`src/hw/rtl/rds_pkg.sv`:
```
// Shared constants, widths and divider step types for the DDA ray setup core.
// No dependencies; every module of the block imports this package.
package rds_pkg;

  function automatic int max_int(int a, int b);
    return (a > b) ? a : b;
  endfunction

  localparam int FRAC_BITS = 16;
  localparam int MAP_BITS  = 8;

  localparam int COL_W  = 12;
  localparam int WID_W  = 12;
  localparam int POS_W  = MAP_BITS + FRAC_BITS;
  localparam int DIR_W  = FRAC_BITS + 2;
  localparam int RAY_W  = FRAC_BITS + 3;
  localparam int DIST_W = 32;

  // camera coordinate numerator: column * 2^(F+1), then cam = quotient - 2^F
  localparam int CAM_NUM_W = COL_W + FRAC_BITS + 1;
  localparam int CAM_W     = CAM_NUM_W + 1;

  // one shared restoring divider geometry for the camera and delta dividers
  localparam int DIV_NW   = max_int(CAM_NUM_W, 2 * FRAC_BITS + 1);
  localparam int DIV_DW   = max_int(WID_W, RAY_W);
  localparam int DELTA_QW = max_int(DIV_NW, DIST_W + 1);

  localparam int CFG_W     = max_int(POS_W, max_int(DIR_W, WID_W));
  localparam int CFG_IDX_W = 3;

  // register pipeline depth from the accepting edge to the result cycle
  localparam int LATENCY = 2 * DIV_NW + 7;

  localparam logic [CFG_IDX_W-1:0] REG_POS_X   = CFG_IDX_W'(0);
  localparam logic [CFG_IDX_W-1:0] REG_POS_Y   = CFG_IDX_W'(1);
  localparam logic [CFG_IDX_W-1:0] REG_DIR_X   = CFG_IDX_W'(2);
  localparam logic [CFG_IDX_W-1:0] REG_DIR_Y   = CFG_IDX_W'(3);
  localparam logic [CFG_IDX_W-1:0] REG_PLANE_X = CFG_IDX_W'(4);
  localparam logic [CFG_IDX_W-1:0] REG_PLANE_Y = CFG_IDX_W'(5);
  localparam logic [CFG_IDX_W-1:0] REG_WIDTH   = CFG_IDX_W'(6);

  localparam logic [DIR_W-1:0] DIR_X_RST   = DIR_W'(1 << FRAC_BITS);
  localparam logic [DIR_W-1:0] PLANE_Y_RST = DIR_W'((66 * (1 << FRAC_BITS)) / 100);
  localparam logic [WID_W-1:0] WIDTH_RST   = WID_W'(640);

  localparam logic [CAM_W-1:0] CAM_ONE = CAM_W'(1) << FRAC_BITS;

  typedef struct packed {
    logic              q;
    logic [DIV_DW-1:0] r;
  } div_step_t;

  typedef struct packed {
    logic [DIV_DW-1:0] rem;
    logic [DIV_NW-1:0] nq;   // numerator bits shift out at the top, quotient bits in at the bottom
  } div_stage_t;

  // one restoring division step: bring in one numerator bit, trial subtract
  function automatic div_step_t div_step(logic [DIV_DW-1:0] rem, logic nbit,
                                         logic [DIV_DW-1:0] dsr);
    logic [DIV_DW:0] trial;
    logic [DIV_DW:0] diff;
    div_step_t       s;
    trial = {rem, nbit};
    diff  = trial - {1'b0, dsr};
    if (trial >= {1'b0, dsr}) begin
      s.q = 1'b1;
      s.r = diff[DIV_DW-1:0];
    end else begin
      s.q = 1'b0;
      s.r = trial[DIV_DW-1:0];
    end
    return s;
  endfunction

endpackage

```
`src/hw/rtl/rds_ray.sv`:
```
// Ray direction for one axis: plane * cam in one stage, then dir + product / 2^F
// with saturation to the ray range in the next. Depends on rds_pkg.
module rds_ray (
  input  logic                             clk_i,
  input  logic                             rst_ni,
  input  logic                             valid_i,
  input  logic signed [rds_pkg::CAM_W-1:0] cam_i,
  input  logic signed [rds_pkg::DIR_W-1:0] dir_i,
  input  logic signed [rds_pkg::DIR_W-1:0] plane_i,
  output logic                             valid_o,
  output logic signed [rds_pkg::RAY_W-1:0] ray_o
);
  import rds_pkg::*;

  localparam int PROD_W = DIR_W + CAM_W;
  localparam int SUM_W  = PROD_W - FRAC_BITS + 1;

  localparam logic signed [RAY_W-1:0] RAY_MAX = {1'b0, {(RAY_W - 1){1'b1}}};
  localparam logic signed [RAY_W-1:0] RAY_MIN = {1'b1, {(RAY_W - 1){1'b0}}};
  localparam logic signed [SUM_W-1:0] SAT_HI  = SUM_W'(RAY_MAX);
  localparam logic signed [SUM_W-1:0] SAT_LO  = SUM_W'(RAY_MIN);

  logic                     prod_vld_q, ray_vld_q;
  logic signed [PROD_W-1:0] prod_q, prod_d;
  logic signed [SUM_W-1:0]  sum;
  logic signed [RAY_W-1:0]  ray_q, ray_d;

  assign prod_d = PROD_W'(plane_i) * PROD_W'(cam_i);

  // arithmetic shift gives the floor of the scaled product
  assign sum = SUM_W'(dir_i) + SUM_W'(prod_q >>> FRAC_BITS);

  always_comb begin
    if (sum > SAT_HI) begin
      ray_d = RAY_MAX;
    end else if (sum < SAT_LO) begin
      ray_d = RAY_MIN;
    end else begin
      ray_d = sum[RAY_W-1:0];
    end
  end

  always_ff @(posedge clk_i or negedge rst_ni) begin
    if (!rst_ni) begin
      prod_vld_q <= 1'b0;
      ray_vld_q  <= 1'b0;
    end else begin
      prod_vld_q <= valid_i;
      ray_vld_q  <= prod_vld_q;
    end
  end

  always_ff @(posedge clk_i) begin
    prod_q <= prod_d;
    ray_q  <= ray_d;
  end

  assign valid_o = ray_vld_q;
  assign ray_o   = ray_q;

endmodule

```
`config.mk`:
```
export PLATFORM = sky130hd
export DESIGN_NAME = rds_ray
export DESIGN_NICKNAME = d
export VERILOG_FILES = /design/src/hw/rtl/rds_pkg.sv /design/src/hw/rtl/rds_ray.sv
export SDC_FILE = /design/constraint.sdc
export NUM_CORES = 2
export LEC_CHECK = 0
export ABC_CLOCK_PERIOD_IN_PS = 10800
export BUFFER_PORTS_ARGS = -buffer_cell sky130_fd_sc_hd__buf_2
export CORE_MARGIN = 3
export CORE_UTILIZATION = 65
export CTS_BUF_LIST = sky130_fd_sc_hd__clkbuf_16
export DETAILED_ROUTE_END_ITERATION = 10
export GPL_ROUTABILITY_DRIVEN = 0
export HOLD_SLACK_MARGIN = 0.12
export PLACE_DENSITY = 0.85
export REMOVE_ABC_BUFFERS = 1
export SLEW_MARGIN = 20
export SYNTH_ARGS = -nofsm -noshare
export SYNTH_HDL_FRONTEND = slang
export SYNTH_SLANG_ARGS = --single-unit
```
`constraint.sdc`:
```
create_clock -name clk_i -period 10.8 [get_ports clk_i]
set_input_delay 2.16 -clock clk_i [delete_from_list [all_inputs] [get_ports clk_i]]
set_output_delay 2.16 -clock clk_i [all_outputs]
set_load 0.02 [all_outputs]
```
After elaboration in Yosys (flattened, before gate mapping)
Index checks and enable logic that the tools add are counted.
{ "totals": {"reg_bits": 69, "inputBits": 69, "out_inout_bits": 20, "elab_cells": 9} }
{ "classes": {"add_sub_neg": 1, "n_mul": 1, "order_cmp": 2, "n_mux": 1} }
{ "ops": {"columns": ["operator", "n"], "rows": [
  ["multiplier 18 x 30 -> 48 bit", 1],
  ["adder 18 x 32 -> 33 bit", 1],
  ["greater-than comparator 33 x 19 -> 1 bit, second input constant", 1],
  ["less-than comparator 33 x 19 -> 1 bit, second input constant", 1],
  ["2-to-1 mux 19 bit", 1]
]} }

Longest topological paths before layout
{ "depth": {"depth_word": 3, "depth_mapped": 26, "ltp_nobuf": 24} }

Worst setup path before layout
Ideal clock, no wire load.
{ "synth_path": {"path_type": "input -> register", "from": "in cam_i[25] (netlist bit)", "to": "reg prod_q[46]", "setup_time_ps": 118, "arrival_ps": 8513, "required_ps": 10682, "setup_slack_ps": 2169, "cell_stages": 25, "path_cell_list": "clkbuf_1 clkbuf_1 nand2_1 fa_1 inv_1 fa_1 inv_1 fa_1 inv_1 fa_1 fa_1 inv_1 fa_1 inv_1 ha_1 nand4_1 or4_1 or4_1 o22a_1 a21oi_1 o211ai_1 a211oi_1 or3_1 a21oi_1 xnor2_1"} }
{ "synth_between": {"elab_chain_cells": 1} }
{ "synth_lines": {"columns": ["element", "line_no", "source"], "rows": [
  ["from (decl)", "rds_ray.sv:7", "input logic signed [rds_pkg::CAM_W-1:0] cam_i,"],
  ["multiplier 18 x 30 -> 48 bit", "rds_ray.sv:28", "assign prod_d = PROD_W'(plane_i) * PROD_W'(cam_i);"],
  ["via prod_d[46]", "rds_ray.sv:24", "logic signed [PROD_W-1:0] prod_q, prod_d;"],
  ["to (signal assigned)", "rds_ray.sv:54", "prod_q <= prod_d;"],
  ["to (decl)", "rds_ray.sv:24", null]
]} }
The timed path passes the listed nets, and every way through them passes these cells.
A chain may end at the register's enable or synchronous reset.

Worst setup path after layout
{ "layout_path": {"from": "in plane_i[17] (netlist bit)", "to": "reg prod_q[46]"} }
{ "layout_between": {"elab_chain_cells": 1} }
{ "layout_lines": {"columns": ["element", "line_no", "source"], "rows": [
  ["from (decl)", "rds_ray.sv:9", "input logic signed [rds_pkg::DIR_W-1:0] plane_i,"],
  ["multiplier 18 x 30 -> 48 bit", "rds_ray.sv:28", null],
  ["via prod_d[46]", "rds_ray.sv:24", null]
]} }
The timed path passes the listed nets, and every way through them passes these cells.

==> metrics.cfg <==
[sta]
clock_skew_ns=0.00978
finalSetupTns_ns=0
post-route-period-util=0.870
max_freq_mhz=106
tightestPinTransition_ns=0.964
rsz0062_at_grt=false
relSlewSlack=0.341
slew_violations=0
setup_violations=0
finalCriticalPeriod_ns=9.40
hold_viol_final=0

[route]
avgViaCountPerCell=5.74
vias=16056
drtPass1Iterations=8
wire_per_inst_um=18.2
routed_wirelength_um=50900
drc_errors=0
ant_nets=0
drt_iter0_drc=1252

[cells_and_area]
syn_to_final_growth_pct=3.58
antenna_cells=0
finish.utilization=0.687
final_nets=3097
drive_above_1_share=0.0461

[critical_path]
crit_path_max_fanout=24
cpMostUsedCell=fa_1
crit_path_end_kind=register
cp_num_buf_inv=5
critPathMaxStageDelay_ns=0.70
path_cells=buf_2 > clkinv_1 > buf_4 > nor2_1 > fa_1 > fa_1 > fa_1 > fa_1 > fa_1 > inv_1 > fa_1 > inv_1 > ha_1 > nand2_1 > or4_1 > or4_1 > o22a_1 > a21oi_1 > o211ai_1 > a211oi_1 > or3_1 > a21oi_1 > xnor2_1
start_kind=primary input
critPathTopFamily=adder cells
required_ns=10.99
cp.arrival_ns=9.58
critical_path_class=primary input to register
critPathSlowestCell=clkinv_1

[die]
ios=89
start_util=0.663
die_x_um=186
num_rows=65
die_y_um=186
die_area_um2=34700
core_um2=31800

[yosys]
netlist_area_um2=21100
synthMostInstantiatedCell=inv_1
synth_edf_count=0
synthArstFlopShare=0.0377
seq_area_frac_synth=0.0508
syn_area_per_cell_um2=8.91
synth_top_area_frac=0.494
synth_cell_types=62
synth_area_leaders=fa_1 (49%), inv_1 (10%), ha_1 (8.5%)
syn_inst=2369
synth_top_area_cell=fa_1
netlist_top_cells_count=inv_1 (586), fa_1 (521), nand2_1 (331)
synth_seq_cells=53
yosys_warnings=0
ys.flop_type=dfxtp_1

[grt]
grt_busiest_layer=met2
grt_util_met3=0.0722
grt_util_met2=0.544
grt_max_degree=31
grt_pass1_vias=17995
overflow=0
track_usage=0.312
antenna_found_initial=0
gr-usage-met1=0.373
grt_pass1_wl_um=85300

[placed_design]
dpl.hpwl_um=40400
port_buffers=88

[cts]
cts_setup_buffers=0
clk-insertion-delay-late_ns=0.30
cts_made_buffers=5
clk_pin_slew_ns=0.07
clockBufferDepth=2
cts-root-buf=clkbuf_16
cts.sinks=53
tritoncts=built
postCtsHoldBufs=0
cts_resized=0
cts_max_level=2

[min_path]
holdCritPathClass=register to register

[status]
status=complete, no violations

[run]
max_cap_violations=0

## through the flow
| stage | instances | area [µm²] | setup WS, ns | hold WS (ns) |
|---|---|---|---|---|
| 3_5_place_dp | 2791 | 21700 | 1.22 | 0.342 |
| 4_1_cts | 2799 | 21900 | 1.54 | 0.364 |
| 2_1_floorplan | 2266 | 20700 | 2.42 | 0.331 |
| 3_3_place_gp | 2791 | 21700 | 1.48 | 0.337 |
| 6_report | 2799 | 21900 | 1.40 | 0.358 |
| 5_1_grt | 2799 | 21900 | 1.11 | 0.374 |
## layout by cell type, fill, tap and decap left out, types with 5 or more instances in the layout
master	Yosys	routed
and2_1	208	208
a21oi_1	60	60
nand3_1	20	20
ha_1	144	144
fa_1	521	521
o21a_1	7	7
nand2b_1	11	11
a211oi_1	10	10
nor2_1	65	65
o21ai_0	43	43
nand2_1	331	331
xor2_1	13	13
xnor2_1	44	44
o21bai_1	6	6
buf_2	0	88
nor2b_1	10	10
inv_1	586	586
and3_1	6	6
dfxtp_1	51	51
a21o_1	21	21
or3_1	5	5
o31a_1	5	5
clkbuf_16	0	5
nor3_1	15	15
nand4_1	13	13
o21ai_1	7	7
## final timing paths
kind	from	end	cells past startpoint	slack, ns
max	plane_i[17]	prod_q[46]	23	1.40
min	prod_vld_q	valid_o	0	0.36
max reg2reg	prod_q[16]	ray_o[3]	11	6.56
min reg2reg	prod_vld_q	valid_o	0	0.36
max in group asynchronous	rst_ni	prod_vld_q	1	9.08
min in group asynchronous	rst_ni	valid_o	1	1.63
## cell families (layout without fill, tap and decap cells)
logic type,count (synthesis),after routing,synth area share
xor gates and xnor gates,57,57,0.0237
and+or+nand+nor,708,708,0.163
adders and majority gates,665,665,0.580
DFF,53,53,0.0508
buffers and inverters,690,685,0.123
AOI/OAI and AO/OA,196,196,0.0595
## metal layers
layer | vias to the layer above | share of wire
li1 | 6942 | -
met1 | 8109 | 0.36
met2 | 807 | 0.50
met3 | 198 | 0.099
met4 | 0 | 0.047
met5 | - | 0
## final cells by class
| class | count | area, µm² |
|---|---|---|
| multi-input cells | 1626 | 17400 |
| fillers | 2413 | 9950 |
| inverters | 587 | 2200 |
| flip-flops and latches | 53 | 1070 |
| well taps | 435 | 544 |
| repair buffers | 90 | 455 |
| clock buffers | 5 | 125 |
| clock inverters | 3 | 25.0 |
## state kept, by name, summed over array words and instances, names as in the netlist
name	flops
prod_q	32
ray_o	19
prod_vld_q	1
valid_o	1
Power is not shown: default switching activity piles up to over one toggle a cycle in this logic, so the estimate is an artifact.
