===== config.mk =====
export PLATFORM = sky130hd
export DESIGN_NAME = rds_cam
export DESIGN_NICKNAME = d
export VERILOG_FILES = /design/src/hw/rtl/rds_pkg.sv /design/src/hw/rtl/rds_cam.sv
export SDC_FILE = /design/constraint.sdc
export NUM_CORES = 2
export LEC_CHECK = 0
export BUFFER_PORTS_ARGS = -buffer_cell sky130_fd_sc_hd__buf_4
export CELL_PAD_IN_SITES_DETAIL_PLACEMENT = 0
export CELL_PAD_IN_SITES_GLOBAL_PLACEMENT = 2
export CORE_AREA = 8 8 417 419
export CTS_CLUSTER_SIZE = 14
export DETAILED_ROUTE_END_ITERATION = 12
export DIE_AREA = 0 0 425 427
export GPL_TIMING_DRIVEN = 0
export PLACE_DENSITY_LB_ADDON = 0.05
export SYNTH_ARGS = -nofsm -noshare
export SYNTH_HDL_FRONTEND = slang
export SYNTH_SLANG_ARGS = --single-unit

===== constraint.sdc =====
create_clock -name clk_i -period 4.9 [get_ports clk_i]
set_input_delay 0 -clock clk_i [delete_from_list [all_inputs] [get_ports clk_i]]
set_output_delay 0 -clock clk_i [all_outputs]
set_load 0.005 [all_outputs]

===== src/hw/rtl/rds_pkg.sv =====
// Shared constants, widths and divider step types for the DDA ray setup core.
// No dependencies; every module of the block imports this package.
package rds_pkg;

  function automatic int max_int(int a, int b);
    return (a > b) ? a : b;
  endfunction

  localparam int FRAC_BITS = 16;
  localparam int MAP_BITS  = 8;

  localparam int COL_W  = 12;
  localparam int WID_W  = 12;
  localparam int POS_W  = MAP_BITS + FRAC_BITS;
  localparam int DIR_W  = FRAC_BITS + 2;
  localparam int RAY_W  = FRAC_BITS + 3;
  localparam int DIST_W = 32;

  // camera coordinate numerator: column * 2^(F+1), then cam = quotient - 2^F
  localparam int CAM_NUM_W = COL_W + FRAC_BITS + 1;
  localparam int CAM_W     = CAM_NUM_W + 1;

  // one shared restoring divider geometry for the camera and delta dividers
  localparam int DIV_NW   = max_int(CAM_NUM_W, 2 * FRAC_BITS + 1);
  localparam int DIV_DW   = max_int(WID_W, RAY_W);
  localparam int DELTA_QW = max_int(DIV_NW, DIST_W + 1);

  localparam int CFG_W     = max_int(POS_W, max_int(DIR_W, WID_W));
  localparam int CFG_IDX_W = 3;

  // register pipeline depth from the accepting edge to the result cycle
  localparam int LATENCY = 2 * DIV_NW + 7;

  localparam logic [CFG_IDX_W-1:0] REG_POS_X   = CFG_IDX_W'(0);
  localparam logic [CFG_IDX_W-1:0] REG_POS_Y   = CFG_IDX_W'(1);
  localparam logic [CFG_IDX_W-1:0] REG_DIR_X   = CFG_IDX_W'(2);
  localparam logic [CFG_IDX_W-1:0] REG_DIR_Y   = CFG_IDX_W'(3);
  localparam logic [CFG_IDX_W-1:0] REG_PLANE_X = CFG_IDX_W'(4);
  localparam logic [CFG_IDX_W-1:0] REG_PLANE_Y = CFG_IDX_W'(5);
  localparam logic [CFG_IDX_W-1:0] REG_WIDTH   = CFG_IDX_W'(6);

  localparam logic [DIR_W-1:0] DIR_X_RST   = DIR_W'(1 << FRAC_BITS);
  localparam logic [DIR_W-1:0] PLANE_Y_RST = DIR_W'((66 * (1 << FRAC_BITS)) / 100);
  localparam logic [WID_W-1:0] WIDTH_RST   = WID_W'(640);

  localparam logic [CAM_W-1:0] CAM_ONE = CAM_W'(1) << FRAC_BITS;

  typedef struct packed {
    logic              q;
    logic [DIV_DW-1:0] r;
  } div_step_t;

  typedef struct packed {
    logic [DIV_DW-1:0] rem;
    logic [DIV_NW-1:0] nq;   // numerator bits shift out at the top, quotient bits in at the bottom
  } div_stage_t;

  // one restoring division step: bring in one numerator bit, trial subtract
  function automatic div_step_t div_step(logic [DIV_DW-1:0] rem, logic nbit,
                                         logic [DIV_DW-1:0] dsr);
    logic [DIV_DW:0] trial;
    logic [DIV_DW:0] diff;
    div_step_t       s;
    trial = {rem, nbit};
    diff  = trial - {1'b0, dsr};
    if (trial >= {1'b0, dsr}) begin
      s.q = 1'b1;
      s.r = diff[DIV_DW-1:0];
    end else begin
      s.q = 1'b0;
      s.r = trial[DIV_DW-1:0];
    end
    return s;
  endfunction

endpackage


===== src/hw/rtl/rds_cam.sv =====
// Camera coordinate stage: pipelined restoring divider, column * 2^(F+1) / width,
// one quotient bit per stage, then the 1.0 offset. Depends on rds_pkg.
module rds_cam (
  input  logic                             clk_i,
  input  logic                             rst_ni,
  input  logic                             valid_i,
  input  logic [rds_pkg::COL_W-1:0]        column_i,
  input  logic [rds_pkg::WID_W-1:0]        width_i,
  output logic                             valid_o,
  output logic signed [rds_pkg::CAM_W-1:0] cam_o
);
  import rds_pkg::*;

  logic [DIV_DW-1:0] divisor;
  logic [DIV_NW-1:0] num;

  div_stage_t        stg_q [DIV_NW];
  div_stage_t        stg_d [DIV_NW];
  logic [DIV_NW-1:0] vld_q, vld_d;

  logic                    out_vld_q;
  logic signed [CAM_W-1:0] cam_q, cam_d;
  logic [DIV_NW-1:0]       quo;

  // a zero width counts as one column
  assign divisor = (width_i == '0) ? DIV_DW'(1) : DIV_DW'(width_i);
  assign num     = DIV_NW'({column_i, {(FRAC_BITS + 1){1'b0}}});

  always_comb begin
    div_stage_t src;
    div_step_t  s;
    for (int k = 0; k < DIV_NW; k++) begin
      if (k == 0) begin
        src.rem = '0;
        src.nq  = num;
      end else begin
        src = stg_q[k-1];
      end
      s            = div_step(src.rem, src.nq[DIV_NW-1], divisor);
      stg_d[k].rem = s.r;
      stg_d[k].nq  = {src.nq[DIV_NW-2:0], s.q};
    end
  end

  assign vld_d = {vld_q[DIV_NW-2:0], valid_i};

  always_ff @(posedge clk_i or negedge rst_ni) begin
    if (!rst_ni) begin
      vld_q     <= '0;
      out_vld_q <= 1'b0;
    end else begin
      vld_q     <= vld_d;
      out_vld_q <= vld_q[DIV_NW-1];
    end
  end

  always_ff @(posedge clk_i) begin
    stg_q <= stg_d;
    cam_q <= cam_d;
  end

  assign quo   = stg_q[DIV_NW-1].nq;
  assign cam_d = signed'(CAM_W'(quo[CAM_NUM_W-1:0])) - signed'(CAM_ONE);

  assign valid_o = out_vld_q;
  assign cam_o   = cam_q;

endmodule


Word level (Yosys, flattened, before mapping):

Cells that the tools add are included.

* register bits: 1269
* input port bits: 27
* output and inout port bits: 31

* $add $sub $neg: 34
* order comparisons: 33
* muxes and demuxes: 34
* reductions and logical operators: 1

Operators with widths (number)
* 2-to-1 mux 20 bit: 33
* >= comparator 20 x 12 -> 1 bit: 32
* subtractor 19 x 12 -> 19 bit: 32
* subtractor 29 x 17 -> 30 bit, second input constant: 1
* subtractor 1 x 12 -> 13 bit, first input constant: 1
* >= comparator 1 x 12 -> 1 bit, first input constant: 1
* logical NOT 12 bit: 1
* 2-to-1 mux 12 bit: 1

Longest topological paths before layout:

* depth in word-level cells: 4
* depth in mapped cells: 15
* mapped depth without buffers: 13

Worst setup path before layout:

Ideal clock, no wire load.

* path kind: input -> register
* start: input width_i[1] (netlist name)
* end: register stg_q[1611] (netlist name)
* library setup time: 0.118 ns
* data arrival time: 4.840 ns
* required time: 4.782 ns
* slack: -0.058 ns
* stages on the path: 13
* path through: clkbuf_1 -> inv_1 -> a41o_4 -> clkbuf_1 -> fa_1 -> nor2b_1 -> o21ai_0 -> a21oi_1 -> o211ai_1 -> a21oi_1 -> or4b_2 -> or3b_2 -> xnor2_1

RTL lines
* start: declaration: line rds_cam.sv:8 `input logic [rds_pkg::WID_W-1:0] width_i,`
* end signal: assignment: line rds_cam.sv:58 `stg_q <= stg_d;`
* end: declaration: line rds_cam.sv:17 `div_stage_t stg_q [DIV_NW];`

==> flow_metrics.tcl <==
set metrics [dict create \
    drt-vias-per-instance 4.633 \
    critPathRequiredTime_ps 5570 \
    fmax_ghz 0.2181 \
    crit_start "width_i[1]" \
    clk_pin_slew_ps 60 \
    hold_ws_ps 63.30 \
    switching_power_uw 14020 \
    synthArstFlopShare_pct 2.798 \
    pwr-share-comb_pct 35.5 \
    fin_skew_ps 33.12 \
    p_int_uw 25600 \
    r2r_end "stg_q[96]" \
    slew_headroom_pct 9.633 \
    synthTopCellsByArea "dfxtp_1 (48%), ha_1 (9.7%), a21oi_1 (4.4%)" \
    cts_root_buf "clkbuf_16" \
    seqPwrFrac_pct 36.4 \
    fp.dieW_um 425 \
    cts_tree "built" \
    first_iter_violations 1673 \
    antenna_found_initial 2 \
    grt_pass1_wl_mm 206.8 \
    synthTopCellsByCount "dfxtp_1 (1181), a21oi_1 (437), nor2_1 (405)" \
    power.total_uw 39620 \
    cap_violations 0 \
    status "finished, final reports clean" \
    hold_viol 0 \
    place_congestion 0.7862 \
    synth_top_cell_area_share_pct 47.52 \
    post-route-drc-count 0 \
    ys_warn_count 0 \
    critical_path_class "input port to register" \
    min_period_ps 4585 \
    fillers 17120 \
    yosysSeqAreaShare_pct 49.23 \
    p_per_area_mw_per_mm2 675.8 \
    setup-tns-final_ps 0 \
    htree_levels 4 \
    io_pins 58 \
    multi_input_area_mm2 0.02432 \
    start_util_pct 29.65 \
    routed_wl_mm 131.8 \
    synth.most_common_cell "dfxtp_1" \
    r2r_slack_ps 1500 \
    grt_use_total_pct 14.47 \
    swShare_pct 35.40 \
    syn_area_mm2 0.04975 \
    worst_pin_slew_ps 1343 \
    insertion_delay_ps 800 \
    total_leakage_power_uw 0.02447 \
    fp.dieH_um 427 \
    routedWlPerCell_um 17.47 \
    synth_seq_cells 1215 \
    start_kind "input port" \
    row_count 151 \
    drt_pre_antenna_iters 5 \
    synth_edf_count 0 \
    critPathMaxFanout 22 \
    area.growth.synth_to_final_pct 17.85 \
    clock_sinks 1215 \
    core-area_mm2 0.1678 \
    timing.final.crit_share_pct 93.56 \
    nets 5644 \
    grt_start_max_net_pins 35 \
    r2r_cells 10 \
    peakVddDrop_uv 351.8 \
    numCtsBuffers 146 \
    dpl_cell_area_mm2 0.05313 \
    drive_gt1_share_pct 8.908 \
    grt_pass1_vias 35580 \
    post-dp-hpwl_mm 94.83 \
    hold_path.class "input port to register" \
    syn_area_per_cell_um2 10.05 \
    clkPwrFrac_pct 28.1 \
    dieArea_mm2 0.1815 \
    clock_path_buffers 3 \
    synth_top_cell_by_area "dfxtp_1" \
    syn_inst 4948 \
    crit_arrival_ps 5260 \
    seqCellArea_mm2 0.02449 \
    grt-ovfl-total 0 \
    fin_area_mm2 0.05863 \
    r2r-start "stg_q[138]" \
    slew_viol_final 0 \
    endpoint "stg_q[1611]" \
    num_vias 34940 \
    io_buffers 56 \
    synthFlopType "dfxtp_1" \
    cp-end-kind "register" \
    setup_viol 0 \
    postCtsSetupBuffers 0 \
    yosysUniqueCellTypes 87 \
    postRouteAntennaNets 0 \
]
==> state kept, by name, indices dropped and copies added, names as in the netlist <==
name and cells:
cam_o 30, vld_q 33, quo 29, stg_q 614, stg_d 508, valid_o 1
==> power by group through the flow <==
stage	clock, µW	sequential (µW)	combinational (µW)
5_1_grt	12100	14800	16000
3_3_place_gp	0	14700	14200
4_1_cts	11600	14500	14200
6_report	11100	14400	14100
3_5_place_dp	0	14700	14100
2_1_floorplan	0	13900	11100
==> placed cells by master (no fill, tap or decap), types with 45 or more instances in the layout <==
| cell | n |
|---|---|
| nand4_1 | 59 |
| inv_1 | 165 |
| nand2_1 | 278 |
| a21o_1 | 118 |
| xnor2_1 | 244 |
| or3_1 | 78 |
| nor3_1 | 143 |
| o21a_1 | 53 |
| clkbuf_16 | 147 |
| mux2_2 | 71 |
| nor2_1 | 404 |
| a21oi_1 | 437 |
| ha_1 | 385 |
| xor2_1 | 226 |
| clkbuf_1 | 90 |
| nor2b_1 | 65 |
| o21ai_0 | 219 |
| buf_4 | 57 |
| nor4_1 | 51 |
| nand3_1 | 99 |
| dfxtp_1 | 1181 |
| and3_1 | 45 |
| nand2b_1 | 48 |
==> routing by layer <==
layer	routed length (µm)	GRT usage [%]
met1	64510	19.51
met5	0	0
met4	2710	4.042
met2	60260	23.94
met3	4276	2.392
==> worst max-delay path, cell delays in order <==
cell	delay, ps
clkbuf_1	450
inv_2	430
a41o_4	440
inv_4	370
buf_2	530
buf_2	460
buf_12	270
ha_1	230
nand2_1	50
or3_1	360
o21ai_0	260
or4b_2	670
or3b_2	500
xnor2_1	140
==> per-stage QoR <==
| step | worst slack, ps | util [%] | instances |
|---|---|---|---|
| after floorplan | 629.3 | - | 4953 |
| after global placement | -3659 | 31.57 | 7227 |
| after detailed placement | -763.7 | 31.67 | 7234 |
| after CTS | 144.5 | 34.93 | 7539 |
| after global routing | -1.748 | 34.94 | 7539 |
| final | 315.5 | 34.95 | 7543 |
==> worst min path at each step <==
| stage | cells after the start | to | start | slack, ps |
|---|---|---|---|---|
| floorplan | 0 | valid_o | rst_ni | -300 |
| global placement | 1 | valid_o | rst_ni | -50 |
| detailed placement | 1 | valid_o | rst_ni | -40 |
| CTS | 6 | stg_q[452] | width_i[4] | 100 |
| global route | 6 | stg_q[452] | width_i[4] | 70 |
| finish | 6 | stg_q[452] | width_i[4] | 60 |
==> cell families (layout without fill, tap and decap cells) <==
family / after synthesis / count (layout) / synth area share, %
AOI/OAI and AO/OA: 1097 / 1097 / 13.60
xor gates and xnor gates: 470 / 470 / 8.274
adders and majority gates: 416 / 416 / 10.93
buffers and inverters: 255 / 623 / 1.949
DFF: 1215 / 1215 / 49.23
muxes: 80 / 80 / 1.818
other: 1 / 10 / 0.007537
and+or+nand+nor: 1414 / 1414 / 14.19
==> area by class of cell <==
cell class | instances | area share [%]
flip-flops and latches | 1215 | 41.78
clock inverters | 78 | 1.797
diodes | 4 | 0.01707
well taps | 2218 | 4.733
inverters | 177 | 1.167
repair buffers | 100 | 1.605
clock buffers | 190 | 6.891
plain buffers | 78 | 0.5314
multi-input cells | 3483 | 41.48
==> repair_timing <==
action,4_1_cts,5_1_grt
endpoints found under the hold margin,57,0
gates resized for setup,0,3
hold buffers,37,0
setup endpoints to repair,0,17
Note: power is estimated with default switching activity, not from simulation.
