<file path="config.mk">
export PLATFORM = sky130hd
export DESIGN_NAME = rds_axis
export DESIGN_NICKNAME = d
export VERILOG_FILES = /design/src/hw/rtl/rds_pkg.sv /design/src/hw/rtl/rds_axis.sv
export SDC_FILE = /design/constraint.sdc
export NUM_CORES = 2
export LEC_CHECK = 0
export BUFFER_PORTS_ARGS = -buffer_cell sky130_fd_sc_hd__clkbuf_2
export CAP_MARGIN = 20
export CORE_MARGIN = 2
export CORE_UTILIZATION = 25
export CTS_CLUSTER_DIAMETER = 40
export DETAILED_ROUTE_END_ITERATION = 8
export HOLD_SLACK_MARGIN = 0.12
export RECOVER_POWER = 25
export SLEW_MARGIN = 20
export SYNTH_ARGS = -nofsm -noshare
export SYNTH_HDL_FRONTEND = slang
export SYNTH_SLANG_ARGS = --single-unit
export TNS_END_PERCENT = 100
</file>
<file path="constraint.sdc">
create_clock -name clk_i -period 16.52 [get_ports clk_i]
set_input_delay 4.956 -clock clk_i [delete_from_list [all_inputs] [get_ports clk_i]]
set_output_delay 4.956 -clock clk_i [all_outputs]
set_load 0.01 [all_outputs]
</file>
<file path="src/hw/rtl/rds_pkg.sv">
// Shared constants, widths and divider step types for the DDA ray setup core.
// No dependencies; every module of the block imports this package.
package rds_pkg;

  function automatic int max_int(int a, int b);
    return (a > b) ? a : b;
  endfunction

  localparam int FRAC_BITS = 16;
  localparam int MAP_BITS  = 8;

  localparam int COL_W  = 12;
  localparam int WID_W  = 12;
  localparam int POS_W  = MAP_BITS + FRAC_BITS;
  localparam int DIR_W  = FRAC_BITS + 2;
  localparam int RAY_W  = FRAC_BITS + 3;
  localparam int DIST_W = 32;

  // camera coordinate numerator: column * 2^(F+1), then cam = quotient - 2^F
  localparam int CAM_NUM_W = COL_W + FRAC_BITS + 1;
  localparam int CAM_W     = CAM_NUM_W + 1;

  // one shared restoring divider geometry for the camera and delta dividers
  localparam int DIV_NW   = max_int(CAM_NUM_W, 2 * FRAC_BITS + 1);
  localparam int DIV_DW   = max_int(WID_W, RAY_W);
  localparam int DELTA_QW = max_int(DIV_NW, DIST_W + 1);

  localparam int CFG_W     = max_int(POS_W, max_int(DIR_W, WID_W));
  localparam int CFG_IDX_W = 3;

  // register pipeline depth from the accepting edge to the result cycle
  localparam int LATENCY = 2 * DIV_NW + 7;

  localparam logic [CFG_IDX_W-1:0] REG_POS_X   = CFG_IDX_W'(0);
  localparam logic [CFG_IDX_W-1:0] REG_POS_Y   = CFG_IDX_W'(1);
  localparam logic [CFG_IDX_W-1:0] REG_DIR_X   = CFG_IDX_W'(2);
  localparam logic [CFG_IDX_W-1:0] REG_DIR_Y   = CFG_IDX_W'(3);
  localparam logic [CFG_IDX_W-1:0] REG_PLANE_X = CFG_IDX_W'(4);
  localparam logic [CFG_IDX_W-1:0] REG_PLANE_Y = CFG_IDX_W'(5);
  localparam logic [CFG_IDX_W-1:0] REG_WIDTH   = CFG_IDX_W'(6);

  localparam logic [DIR_W-1:0] DIR_X_RST   = DIR_W'(1 << FRAC_BITS);
  localparam logic [DIR_W-1:0] PLANE_Y_RST = DIR_W'((66 * (1 << FRAC_BITS)) / 100);
  localparam logic [WID_W-1:0] WIDTH_RST   = WID_W'(640);

  localparam logic [CAM_W-1:0] CAM_ONE = CAM_W'(1) << FRAC_BITS;

  typedef struct packed {
    logic              q;
    logic [DIV_DW-1:0] r;
  } div_step_t;

  typedef struct packed {
    logic [DIV_DW-1:0] rem;
    logic [DIV_NW-1:0] nq;   // numerator bits shift out at the top, quotient bits in at the bottom
  } div_stage_t;

  // one restoring division step: bring in one numerator bit, trial subtract
  function automatic div_step_t div_step(logic [DIV_DW-1:0] rem, logic nbit,
                                         logic [DIV_DW-1:0] dsr);
    logic [DIV_DW:0] trial;
    logic [DIV_DW:0] diff;
    div_step_t       s;
    trial = {rem, nbit};
    diff  = trial - {1'b0, dsr};
    if (trial >= {1'b0, dsr}) begin
      s.q = 1'b1;
      s.r = diff[DIV_DW-1:0];
    end else begin
      s.q = 1'b0;
      s.r = trial[DIV_DW-1:0];
    end
    return s;
  endfunction

endpackage

</file>
<file path="src/hw/rtl/rds_axis.sv">
// Per-axis distances: |ray|, pipelined 2^(2F) / |ray| divider, saturation, then
// fraction * delta for the side distance. Depends on rds_pkg.
module rds_axis (
  input  logic                              clk_i,
  input  logic                              rst_ni,
  input  logic                              valid_i,
  input  logic signed [rds_pkg::RAY_W-1:0]  ray_i,
  input  logic [rds_pkg::FRAC_BITS-1:0]     frac_i,
  output logic                              valid_o,
  output logic signed [rds_pkg::RAY_W-1:0]  ray_o,
  output logic                              neg_o,
  output logic [rds_pkg::DIST_W-1:0]        delta_o,
  output logic [rds_pkg::DIST_W-1:0]        side_o
);
  import rds_pkg::*;

  localparam int DST_W = FRAC_BITS + 1;
  localparam int SP_W  = DST_W + DIST_W;

  localparam logic [DIV_NW-1:0] DELTA_NUM = DIV_NW'(1) << (2 * FRAC_BITS);
  localparam logic [DST_W-1:0]  DST_ONE   = DST_W'(1) << FRAC_BITS;

  typedef struct packed {
    logic [DIV_NW-1:0] nq;
    logic [DIV_DW-1:0] rem;
    logic [DIV_DW-1:0] dsr;
    logic [RAY_W-1:0]  ray;
  } axis_stage_t;

  // magnitude stage
  logic             pre_vld_q;
  logic [RAY_W-1:0] mag_q, mag_d;
  logic [RAY_W-1:0] pre_ray_q;

  // divider stages
  axis_stage_t       stg_q [DIV_NW];
  axis_stage_t       stg_d [DIV_NW];
  logic [DIV_NW-1:0] vld_q, vld_d;

  // delta stage
  logic                p1_vld_q;
  logic [DIST_W-1:0]   delta_q, delta_d;
  logic [DST_W-1:0]    dist_q, dist_d;
  logic                zero_q, zero_d;
  logic [RAY_W-1:0]    p1_ray_q;
  logic [DELTA_QW-1:0] quo_ext;
  logic                quo_ovf;
  logic [RAY_W-1:0]    last_ray;

  // side product stage
  logic              p2_vld_q;
  logic [SP_W-1:0]   prod_q, prod_d;
  logic [DIST_W-1:0] p2_delta_q;
  logic              p2_zero_q;
  logic [RAY_W-1:0]  p2_ray_q;

  // output stage
  logic              out_vld_q;
  logic [DIST_W-1:0] side_q, side_d;
  logic [DIST_W-1:0] out_delta_q;
  logic [RAY_W-1:0]  out_ray_q;
  logic [DIST_W:0]   side_wide;

  // the most negative ray maps to 2^(RAY_W-1), still representable unsigned
  assign mag_d = ray_i[RAY_W-1] ? RAY_W'(-ray_i) : RAY_W'(ray_i);

  always_comb begin
    axis_stage_t src;
    div_step_t   s;
    for (int k = 0; k < DIV_NW; k++) begin
      if (k == 0) begin
        src.nq  = DELTA_NUM;
        src.rem = '0;
        src.dsr = DIV_DW'(mag_q);
        src.ray = pre_ray_q;
      end else begin
        src = stg_q[k-1];
      end
      s            = div_step(src.rem, src.nq[DIV_NW-1], src.dsr);
      stg_d[k].nq  = {src.nq[DIV_NW-2:0], s.q};
      stg_d[k].rem = s.r;
      stg_d[k].dsr = src.dsr;
      stg_d[k].ray = src.ray;
    end
  end

  assign vld_d = {vld_q[DIV_NW-2:0], pre_vld_q};

  // a zero ray divides by zero; its delta and side are forced to all ones
  assign last_ray = stg_q[DIV_NW-1].ray;
  assign quo_ext  = DELTA_QW'(stg_q[DIV_NW-1].nq);
  assign quo_ovf  = |quo_ext[DELTA_QW-1:DIST_W];
  assign zero_d   = (last_ray == '0);
  assign delta_d  = (zero_d || quo_ovf) ? '1 : quo_ext[DIST_W-1:0];
  assign dist_d   = last_ray[RAY_W-1] ? {1'b0, frac_i} : DST_ONE - {1'b0, frac_i};

  assign prod_d = SP_W'(dist_q) * SP_W'(delta_q);

  assign side_wide = prod_q[SP_W-1:FRAC_BITS];
  assign side_d    = (p2_zero_q || side_wide[DIST_W]) ? '1 : side_wide[DIST_W-1:0];

  always_ff @(posedge clk_i or negedge rst_ni) begin
    if (!rst_ni) begin
      pre_vld_q <= 1'b0;
      vld_q     <= '0;
      p1_vld_q  <= 1'b0;
      p2_vld_q  <= 1'b0;
      out_vld_q <= 1'b0;
    end else begin
      pre_vld_q <= valid_i;
      vld_q     <= vld_d;
      p1_vld_q  <= vld_q[DIV_NW-1];
      p2_vld_q  <= p1_vld_q;
      out_vld_q <= p2_vld_q;
    end
  end

  always_ff @(posedge clk_i) begin
    mag_q       <= mag_d;
    pre_ray_q   <= ray_i;
    stg_q       <= stg_d;
    delta_q     <= delta_d;
    dist_q      <= dist_d;
    zero_q      <= zero_d;
    p1_ray_q    <= last_ray;
    prod_q      <= prod_d;
    p2_delta_q  <= delta_q;
    p2_zero_q   <= zero_q;
    p2_ray_q    <= p1_ray_q;
    side_q      <= side_d;
    out_delta_q <= p2_delta_q;
    out_ray_q   <= p2_ray_q;
  end

  assign valid_o = out_vld_q;
  assign ray_o   = out_ray_q;
  assign neg_o   = out_ray_q[RAY_W-1];
  assign delta_o = out_delta_q;
  assign side_o  = side_q;

endmodule

</file>
# --- After elaboration in Yosys (flattened, before gate mapping) ---
# Index checks and enable logic that the tools add are counted.
totals:
  ff_bits: 2732
  ram_bits: 0
  n_memories: 0
  latchBits: 0
  out_inout_bits: 85
  input_bits: 38
  mem_bits_ro: 0
op_classes:
  order_cmp: 33
  n_div: 0
  n_eq_ne: 0
  reduce_logical: 3
  addsub: 35
  n_shift: 0
  n_mux: 35
  mul: 1
  n_bitwise: 0
op_table:
  columns: ["op", "count"]
  rows:
  - ["$mux W20", 33]
  - ["$ge A20 B19 Y1", 32]
  - ["$sub A19 B19 Y19", 32]
  - ["$mul A17 B32 Y49", 1]
  - ["$ge A1 B19 Y1 const A", 1]
  - ["$logic_not A19 Y1", 1]
  - ["$neg A19 Y19", 1]
  - ["$sub A1 B19 Y19 const A", 1]
  - ["$mux W18", 1]
  - ["$sub A17 B16 Y17 const A", 1]
  - ["$mux W16", 1]
  - ["$logic_or A1 B1 Y1", 2]

# --- Longest topological paths before layout ---
depth:
  ltp_word: 2
  mapped_depth: 26
  ltp_nobuf: 24

# --- Worst setup path before layout ---
# Ideal clock, no wire load.
synth_path:
  path_type: "input -> register"
  start: "in ray_i[8] (netlist bit)"
  end: "reg mag_q[16]"
  path_stages: 6
  path_slack_ns: 9.937
  setup_ns: 0.072
  arrival_ns: 6.510
  cell_sequence: "or4_1 > nor4_1 > inv_1 > or3_1 > o31ai_1 > xnor2_1"
synth_between:
  elab_chain_cells: 2
synth_lines:
  columns: ["element", "line", "source"]
  rows:
  - ["start: declaration", "rds_axis.sv:7", "input logic signed [rds_pkg::RAY_W-1:0] ray_i,"]
  - ["$neg A19 Y19", "rds_axis.sv:65", "assign mag_d = ray_i[RAY_W-1] ? RAY_W'(-ray_i) : RAY_W'(ray_i);"]
  - ["$mux W18", "rds_axis.sv:65", null]
  - ["named net mag_d[16]", "rds_axis.sv:32", "logic [RAY_W-1:0] mag_q, mag_d;"]
  - ["end signal: assignment", "rds_axis.sv:119", "mag_q <= mag_d;"]
  - ["end: declaration", "rds_axis.sv:32", null]
# The timed path passes the listed nets, and every way through them passes these cells.
# A chain may end at the register's enable or synchronous reset.

# --- Worst setup path after layout ---
layout_path:
  start: "reg delta_q[12]"
  end: "reg prod_q[44]"
layout_between:
  elab_chain_cells: 1
layout_lines:
  columns: ["element", "line", "source"]
  rows:
  - ["start: declaration", "rds_axis.sv:42", "logic [DIST_W-1:0] delta_q, delta_d;"]
  - ["start signal: assignment", "rds_axis.sv:122", "delta_q <= delta_d;"]
  - ["$mul A17 B32 Y49", "rds_axis.sv:97", "assign prod_d = SP_W'(dist_q) * SP_W'(delta_q);"]
  - ["named net prod_d[44]", "rds_axis.sv:52", "logic [SP_W-1:0] prod_q, prod_d;"]
  - ["end signal: assignment", "rds_axis.sv:126", "prod_q <= prod_d;"]
  - ["end: declaration", "rds_axis.sv:52", null]
# The timed path passes the listed nets, and every way through them passes these cells.

==> results_dict.tcl <==
set metrics [dict create \
    crit_required_ns 17.18 \
    crit_slowest_cell "dfxtp_1" \
    hold_path_class "reg2reg" \
    clock_latency_ns 0.87 \
    crit_start "delta_q[12]$_SDFF_PP1_" \
    worstPathCellList "nand2_1 > fa_1 > fa_1 > fa_1 > inv_1 > fa_1 > fa_1 > inv_1 > fa_1 > inv_1 > ha_1 > nand2_1 > o21ai_0 > a221oi_1 > nor2_1 > a211oi_1 > o31a_1 > o41a_1 > o21ai_0 > a31oi_1 > xnor2_1" \
    hold_path_end "stg_d[1907]$_DFF_P_" \
    critPathKind "reg2reg" \
    dp_hpwl_um 158400 \
    synth_edf_count 0 \
    maxSlewViolCount 0 \
    dp.cells 15700 \
    num_vias 66650 \
    yosysSeqAreaShare 0.5044 \
    fmax_mhz 138.9 \
    ys_ff_latch 2683 \
    ys_types 84 \
    rsz0062_at_grt "false" \
    grt_use_total 0.09805 \
    final_antenna_net_count 0 \
    layout.nets 11590 \
    htreeDepth 5 \
    drt_iter0_markers 3362 \
    cts-hold-fix-buffers 0 \
    crit_top_cell "fa_1" \
    drive_gt1_frac 0.09852 \
    clock_skew_ns 0.1037 \
    avgRoutedWirePerCell_um 13.11 \
    gp_congestion 0.8601 \
    setup_violations 0 \
    tritoncts "done" \
    die-area_um2 432700 \
    post-cts-setup-buffers 0 \
    grt-ovfl-total 0 \
    initial_core_util 0.2506 \
    worst_slew_pin_slew_ns 1.043 \
    final_common_cell "dfxtp_1" \
    layout.cells.non_filler 16290 \
    drv_cap 0 \
    detail_route.vias_per_cell 4.092 \
    io_pins 123 \
    synthTopCellsByArea "dfxtp_1 (50%), fa_1 (9.0%), ha_1 (8.6%)" \
    drc 0 \
    cts-root-buf "clkbuf_16" \
    drtPass1Iterations 8 \
    synth.top_cell.area_share 0.4957 \
    clkTransAtPathRegs_ns 0.06 \
    synth_ff_type "dfxtp_1" \
    tns_ns 0 \
    ctsResizeCount 0 \
    period_share 0.4358 \
    cp.arrival_ns 7.86 \
    async_flop_share 0.01379 \
    synthToLayoutAreaGrowth_pct 17.71 \
    critPathMaxFanout 18 \
    antenna_found_initial 15 \
    status "finished clean" \
    syn-mean-instance-area_um2 10.65 \
    relSlewSlack 0.2981 \
    netlist_area_um2 106900 \
    port_buffers 122 \
    die_w_um 657.8 \
    yosys.area.top_type "dfxtp_1" \
    syn_inst 10040 \
    r2r-end "prod_q[44]$_DFF_P_" \
    cpPeakStageDelay_ns 0.86 \
    fin_crit_ns 7.200 \
    cts.sink_count 2683 \
    placementRows 240 \
    num-fill-cells 43740 \
    ff2ff_setup_slack_ns 9.32 \
    grt_first_pass_wirelength_um 350700 \
    grt_max_degree 38 \
    cts_buffers 330 \
    worstSetupEndpointType "flop" \
    wl_um 213500 \
    r2r_cells 21 \
    die_y_um 657.8 \
    worstSetupStartpointType "flop" \
    hold_violations 0 \
    final_cell_mix "dfxtp_1 (2645), inv_1 (1295), nand2_1 (743), ha_1 (731), a21oi_1 (492)" \
    core_area_um2 426400 \
    grt_pass1_vias 68060 \
    whs_path_depth 0 \
    synth_warnings 0 \
    clockBufferDepth 4 \
    worstReg2RegStart "delta_q[12]$_SDFF_PP1_" \
    min_from "stg_d[1997]$_DFF_P_" \
]
==> layout make-up <==
cell class	count	area, um^2	share of cell area
clock inverters	174	2231	0.01774
clock buffers	415	9166	0.07288
repair buffers	180	1054	0.008376
multi-input cells	5850	47440	0.3772
inverters	1295	4861	0.03865
flip-flops and latches	2683	53900	0.4285
diodes	5	12.51	0.00009948
well taps	5687	7116	0.05657
==> per-layer routing <==
layer  GRT usage  wire length, um  up-vias
met5           0               80        -
met4     0.04024             8598       12
met3     0.01999            11370      545
met2      0.1678            99490     1369
met1      0.1196            93930    31120
li1            -                -    33600
==> state kept, by name (all words and copies together), names as in the netlist, 17 cells and up <==
register,cells
stg_d,1712
stg_q,608
prod_q,33
quo_ext,33
vld_q,33
delta_o,32
delta_q,32
p2_delta_q,32
side_o,32
last_ray,19
p1_ray_q,19
p2_ray_q,19
pre_ray_q,19
ray_o,19
mag_q,18
dist_q,17
==> Yosys cell counts (all sizes together) (29+ instances only) <==
cell / n
mux2: 249
and2: 233
nor2: 451
clkbuf: 186
nor2b: 84
nand2b: 107
dfrtp: 37
a21boi: 50
xor2: 198
and3: 35
o21bai: 45
nor3: 97
nand3: 82
nand4: 88
nand2: 743
dfxtp: 2646
a21oi: 494
xnor2: 320
a31oi: 53
a211oi: 57
buf: 29
o211ai: 33
a21o: 231
o21ai: 458
or3: 107
ha: 731
inv: 1295
nor4: 35
fa: 478
o21a: 80
o31ai: 43
==> worst max-delay path: cells and delay by family, from the launching register on <==
kind / cells / cell delay (ns)
and+or+nand+nor: 3 / 0.43
buffers and inverters: 3 / 0.17
xor gates and xnor gates: 1 / 0.15
DFF: 1 / 0.86
adders and majority gates: 7 / 3.49
AOI/OAI and AO/OA: 7 / 1.95
==> worst max-delay path by stage <==
stage | endpoint
after global placement | prod_q[48]$_DFF_P_
after detailed placement | prod_q[44]$_DFF_P_
after floorplan | mag_q[16]$_DFF_P_
after global routing | prod_q[42]$_DFF_P_
after CTS | prod_q[44]$_DFF_P_
final | prod_q[44]$_DFF_P_
==> cells by family (layout without fill, tap and decap cells) <==
group,Yosys count,in the layout,synth area share
and+or+nand+nor,2112,2112,0.09441
AOI/OAI and AO/OA,1728,1728,0.1015
buffers and inverters,1510,2064,0.05342
xor gates and xnor gates,518,518,0.04246
other,1,13,0.00003509
adders and majority gates,1209,1209,0.1751
DFF,2683,2683,0.5044
muxes,275,275,0.02868
==> stage by stage <==
step                hold WS, ns  cell area, um^2  setup slack [ns]    util
finish                   0.2500           125800             9.320  0.2950
global route             0.2537           125800             9.003  0.2950
CTS                      0.2474           125800             9.296  0.2949
detailed placement       0.3121           114400             9.323  0.2682
global placement         0.3096           114300             9.340  0.2681
floorplan                0.3096           106900             9.937       -
Power is left out: the tool's default activity adds up to more than one toggle a clock period on the data nets, which glitch-free logic cannot reach.
